==> config.mk <==
export PLATFORM = sky130hd
export DESIGN_NAME = rsmq_div
export DESIGN_NICKNAME = d
export VERILOG_FILES = /design/src/design/rsmq_pkg.sv /design/src/design/rsmq_div.sv
export SDC_FILE = /design/constraint.sdc
export NUM_CORES = 1
export LEC_CHECK = 0
export BUFFER_PORTS_ARGS = -buffer_cell sky130_fd_sc_hd__buf_2
export CAP_MARGIN = 20
export CORE_MARGIN = 4
export CORE_UTILIZATION = 40
export CTS_CLUSTER_DIAMETER = 120
export DETAILED_ROUTE_END_ITERATION = 7
export GPL_TIMING_DRIVEN = 0
export PLACE_DENSITY = 0.71
export SYNTH_ARGS = -nofsm -noshare
export SYNTH_HDL_FRONTEND = slang
export SYNTH_SLANG_ARGS = --single-unit
==> constraint.sdc <==
create_clock -name clk -period 6.28 [get_ports clk]
set_clock_uncertainty 0.2 [all_clocks]
set_input_delay 1.256 -clock clk [delete_from_list [all_inputs] [get_ports clk]]
set_output_delay 1.256 -clock clk [all_outputs]
set_load 0.01 [all_outputs]
==> src/design/rsmq_pkg.sv <==
// ----------------------------------------------------------------------------
// rsmq_pkg
// Shared types and constants for the ribbon static map query engine.
// ----------------------------------------------------------------------------
package rsmq_pkg;

	localparam int unsigned BLOCK_BYTES    = 4;
	localparam int unsigned OVERPROVISION  = 1024;
	localparam int unsigned MAX_VALUE_BITS = 64;
	localparam int unsigned STORE_AW       = 14;
	localparam int unsigned REM_W          = 42;

	localparam logic [31:0] STRIDE_FLOOR = 32'((64'd1 << 33) / OVERPROVISION);
	localparam logic [9:0]  NUM_SCALE    = 10'((12 << 8) / BLOCK_BYTES);

	typedef enum logic [1:0] {
		CFG_KEY_BITS    = 2'd0,
		CFG_BLOCK_COUNT = 2'd1
	} cfg_index_t;

	typedef enum logic {
		OP_WRITE = 1'b0,
		OP_QUERY = 1'b1
	} op_t;

	typedef enum logic [3:0] {
		S_IDLE,
		S_PREP,
		S_DEN,
		S_DIV,
		S_PICK,
		S_FIX,
		S_SCAN,
		S_DRAIN,
		S_FIN,
		S_OUT
	} state_t;

	typedef struct packed {
		logic        operation;
		logic [13:0] word_address;
		logic [31:0] word_data;
		logic [63:0] hash_high;
		logic [63:0] hash_low;
	} in_word_t;

	typedef struct packed {
		logic [63:0] value;
		logic [7:0]  first_block;
		logic [7:0]  second_block;
	} out_word_t;

endpackage

==> src/design/rsmq_div.sv <==
// ----------------------------------------------------------------------------
// rsmq_div
// Restoring divider for a 64-bit quotient, one quotient bit per cycle.
// ----------------------------------------------------------------------------
module rsmq_div (
	input  logic                       clk,
	input  logic                       arst_n,
	input  logic                       start,
	input  logic [63:0]                num,
	input  logic [rsmq_pkg::REM_W-1:0] den,
	output logic                       done,
	output logic [63:0]                quo
);

	logic                       busy_q;
	logic                       done_q;
	logic [5:0]                 cnt_q;
	logic [rsmq_pkg::REM_W-1:0] rem_q;
	logic [rsmq_pkg::REM_W-1:0] den_q;
	logic [63:0]                quo_q;
	logic [rsmq_pkg::REM_W:0]   trial;
	logic                       ge;

	assign trial = {rem_q, quo_q[63]};
	assign ge    = trial >= {1'b0, den_q};

	always_ff @(posedge clk or negedge arst_n) begin
		if (!arst_n) begin
			busy_q <= 1'b0;
			done_q <= 1'b0;
			cnt_q  <= '0;
		end else begin
			done_q <= 1'b0;
			if (start) begin
				busy_q <= 1'b1;
				cnt_q  <= '0;
			end else if (busy_q) begin
				cnt_q <= cnt_q + 6'd1;
				if (cnt_q == 6'd63) begin
					busy_q <= 1'b0;
					done_q <= 1'b1;
				end
			end
		end
	end

	always_ff @(posedge clk) begin
		if (start) begin
			rem_q <= '0;
			quo_q <= num;
			den_q <= den;
		end else if (busy_q) begin
			quo_q <= {quo_q[62:0], ge};
			rem_q <= ge ? rsmq_pkg::REM_W'(trial - {1'b0, den_q}) : trial[rsmq_pkg::REM_W-1:0];
		end
	end

	assign done = done_q;
	assign quo  = quo_q;

endmodule

Word level (Yosys, flattened, before mapping):

Cells that the tools add are included.

* flip-flop bits (word level): 156
* latch bits: 0
* bits in writable memories: 0
* memory bits (read-only): 0
* bits of input ports: 109
* output and inout bits: 65
* word-level logic and storage cells: 22
* memories: 0

* add/subtract/negate cells: 2
* $mul: 0
* divide/modulo/power cells: 0
* order comparisons: 1
* equal/unequal tests: 1
* shifts and indexed selects: 0
* multiplexer cells: 11
* bitwise operators: 0
* reductions and logical operators: 1

Operators by type and width (count)
* two-way mux 64 bit: 2
* >= comparator 43 x 42 -> 1 bit: 1
* two-way mux 42 bit: 1
* subtractor 42 bit: 1
* two-way mux 6 bit: 2
* adder 6 x 1 -> 6 bit (second input constant): 1
* equality test 6 bit (second input constant): 1
* two-way mux 1 bit: 6
* nonzero test 2 bit: 1

Longest topological paths before layout:

* word-level depth: 4
* depth in mapped cells: 13
* depth with buffers taken out: 13

Worst setup path before layout:

Ideal clock, no wire load.

* path type: input-to-reg
* start: input port start
* end: register quo_q[0], in the netlist quo[0], enable pin
* setup time: 0.419 ns
* arrival: 2.965 ns
* required time: 5.661 ns
* path slack: 2.696 ns
* stages on the path: 3
* path buffers: 1
* cell sequence: clkbuf_1 > nor2_1 > inv_1

* word-level cells in the longest chain between the ends: 1

RTL lines
* start, declared: line rsmq_div.sv:8 `input logic start,`
* nonzero test 2 bit (no source line)
* end signal, assigned: line rsmq_div.sv:50 `quo_q <= num;`
* end signal, assigned: line rsmq_div.sv:53 `quo_q <= {quo_q[62:0], ge};`
* end, declared: line rsmq_div.sv:20 `logic [63:0] quo_q;`

No other way between the ends.
A chain may end at the register's enable or synchronous reset.

Worst setup path after layout:

* start: input port start
* end: register quo_q[50], in the netlist quo[50], enable pin

Same word-level chain as after synthesis.

==> results by group <==
Synth
  • Netlist cell types: 58
  • Synth async-reset ratio: 0.0513
  • Yosys warns: 0
  • Synthesis-stage register bit count: 156
  • Syn nets: 965
  • Post-Synthesis Cell Area: 8700 um2
  • Post-synth EDFFs: 106
  • Sequential fraction of the synthesis area: 0.486
  • Main synth FF type: edfxtp_1
  • Syn avg cell area: 10.7 um2
  • Post-Synthesis Cells: 812

Worst setup path
  • Data required, critical path: 6.21 ns
  • Cell family with most CP delay: buffers and inverters
  • CP Cell Sequence: buf_2, clkbuf_1, nor2_1, inv_2, buf_12
  • Critical path class: in -> reg
  • Worst Setup End Kind: flip-flop
  • R2R Path Start: quo[63]$_DFFE_PP_
  • CP max-delay cell: buf_2
  • Crit path DAT: 3.80 ns
  • Crit. Startpoint: start
  • RR Endpoint: rem_q[38]$_SDFFE_PP0P_
  • Max stage delay on crit path: 0.73 ns
  • Nature of the critical path startpoint: input pin
  • R2R cell count: 13
  • Buf/Inv on CP: 4
  • CP max FO: 43
  • R2R setup slack: 2.69 ns

Power and ir drop
  • PD cells: 242 nW/um2
  • VDD IR max: 0.169 mV
  • Design Power: 2.55 mW
  • P_leak: 4.55 nW

Route
  • Final wirelength: 22.8 mm
  • Vias: 6931
  • DR WL/cell: 17.6 um
  • DR pass1 iterations: 5
  • DRC viols: 0
  • Post-route ant nets: 0
  • Starting DRT DRC Count: 357
  • Via density: 5.35

Cells and area
  • Most frequent cells in the layout: buf_2 (194), edfxtp_1 (106), mux2_2 (64), nor2_1 (64), nand2_1 (58)
  • Post-layout util: 0.496
  • # fillers: 1994
  • Share of cells above drive strength 1: 0.294
  • NumNets Final: 1158
  • Area delta synth->final: 20.9%
  • Post-route cell area: 10500 um2
  • Most common cell after layout, fill and taps aside: buf_2

Floorplanning
  • Io pins: 174
  • Chip width: 155 um
  • Core area: 21200 um2
  • Starting Density: 0.410
  • Vert. Die Dim: 155 um
  • Die Footprint: 24200 um2
  • Row count: 53

Hold path
  • Worst hold path endpoint: rem_q[4]$_SDFFE_PP0P_
  • Min-Delay Path Class: reg -> reg
  • Min-Delay Startpoint: rem_q[4]$_SDFFE_PP0P_
  • Worst Hold Depth: 2

STA
  • Unrepaired setup endpoints after global routing: no
  • Worst-Margin Slew: 0.985 ns
  • Slew headroom: 0.343
  • Final hold slack: 0.306 ns
  • Post-route minimum period: 3.88 ns
  • Final slew viol count: 0
  • Setup TNS: 0 ns
  • Tcrit/Tclk final: 0.617
  • Max frequency: 0.258 GHz
  • Final Hold Viols: 0
  • Final setup violation count: 0

CTS
  • Num CTS Buffers: 17
  • Clock sink count: 156
  • # Post-CTS Setup Buffers: 0
  • PostCTS Resize Cnt: 0
  • Clk_lat worst skew: 0.43 ns
  • H-tree depth: 4
  • Hold Buf Count CTS: 0
  • Root Buffer: clkbuf_16
  • TritonCTS clock tree: done
  • Clock-pin slew on the worst setup and hold paths: 0.07 ns
  • Clock Tree Buf Depth: 2

GRT
  • GRT overflow: 0
  • First-pass GRT wire length: 36.3 mm
  • Gr usage total: 0.189
  • Largest net degree at the start of global routing: 44
  • Vias in the first global route: 6968
  • Antenna violations before repair: 7

Place
  • Detailed Place HPWL: 17.3 mm
  • GP Congestion: 0.936
  • Port Buffers: 173
  • Post-DP Area: 9930 um2

Job
  • Maxcap violations: 0

Outcome
  • Outcome: complete, no violations
==> per-layer routing <==
| layer | GRT usage | vias up | wire [um] |
|---|---|---|---|
| met5 | 0 | - | 49 |
| met4 | 0.0592 | 10 | 444 |
| met3 | 0.0720 | 46 | 2040 |
| met2 | 0.316 | 251 | 10900 |
| met1 | 0.227 | 3254 | 9450 |
| li1 | - | 3370 | - |
==> stage by stage <==
| step | std cells | setup slack, ns |
|---|---|---|
| finish | 1295 | 2.40 |
| global route | 1294 | 2.07 |
| CTS | 1293 | 2.31 |
| detailed placement | 1261 | 1.83 |
| global placement | 1260 | 0.776 |
| floorplan | 812 | 2.70 |
==> worst min-delay path, stage by stage, from the launching register on <==
cell	delay [ns]
dfxtp_1	0.33
nor2_1	0.08
a211oi_1	0.05
==> synthesized netlist by cell type, types with 3 or more instances <==
cell type / instances / area, um2
xnor2_1: 25 / 219
mux2i_1: 26 / 260
o31ai_1: 3 / 22.5
xor2_1: 17 / 149
edfxtp_1: 106 / 3180
nor2b_1: 3 / 18.8
and2_1: 5 / 31.3
inv_1: 57 / 214
a21o_1: 16 / 120
o21ai_0: 13 / 65.1
o211ai_1: 5 / 37.5
o21a_1: 8 / 60.1
a31oi_1: 7 / 43.8
a221o_1: 5 / 50.1
and3_1: 5 / 31.3
o21bai_1: 8 / 60.1
dfrtp_1: 8 / 200
mux2_1: 3 / 33.8
nand3_1: 14 / 70.1
nand2_1: 58 / 218
o221ai_1: 3 / 26.3
nor2_1: 64 / 240
or3_1: 3 / 18.8
nor3_1: 11 / 55.1
a211oi_1: 31 / 233
nand4_1: 20 / 125
dfxtp_1: 42 / 841
o21ai_1: 11 / 55.1
ha_1: 43 / 538
clkbuf_1: 22 / 82.6
nor4_1: 6 / 37.5
a21oi_1: 42 / 210
buf_2: 21 / 105
nor3b_1: 4 / 30.0
mux2_2: 64 / 721
==> where the power goes <==
| group | switching (mW) | internal, mW | total (mW) |
|---|---|---|---|
| Clock | 0.460 | 0.562 | 1.02 |
| Sequential | 0.0330 | 1.18 | 1.21 |
| Combinational | 0.175 | 0.143 | 0.317 |
| Total | 0.668 | 1.88 | 2.55 |
==> how the worst max path moves through the flow <==
stage / to / depth (start not counted)
after floorplan: quo[0]$_DFFE_PP_ / 3
after global placement: quo[42]$_DFFE_PP_ / 4
after detailed placement: quo[42]$_DFFE_PP_ / 5
after CTS: quo[38]$_DFFE_PP_ / 5
after global routing: quo[34]$_DFFE_PP_ / 5
final: quo[50]$_DFFE_PP_ / 5
==> state kept, by name, indices dropped and copies added, names as in the netlist <==
signal  cells
busy_q      1
cnt_q       6
den_q      42
done        1
quo        64
rem_q      42
==> cell type report <==
type,count,area [um2],share of cell area
Tap cell,275,344,0.0327
Clock buffer,18,429,0.0408
Inverter,57,214,0.0203
Timing Repair Buffer,174,886,0.0842
Clock inverter,14,153,0.0145
Antenna cell,2,5.00,0.000476
Multi-Input combinational cell,551,4040,0.384
Buffer,48,225,0.0214
Sequential cell,156,4220,0.402
==> logic make-up after synthesis <==
family	count (synthesis)	synth area share
AND/OR/NAND/NOR	201	0.107
multiplexers	93	0.117
adder cells (fa/ha/maj)	44	0.0642
flip-flops	156	0.486
XOR/XNOR	42	0.0423
buffers and inverters	105	0.0505
AO/OA/AOI/OAI	171	0.133
Note: power is estimated with default switching activity, not from simulation.
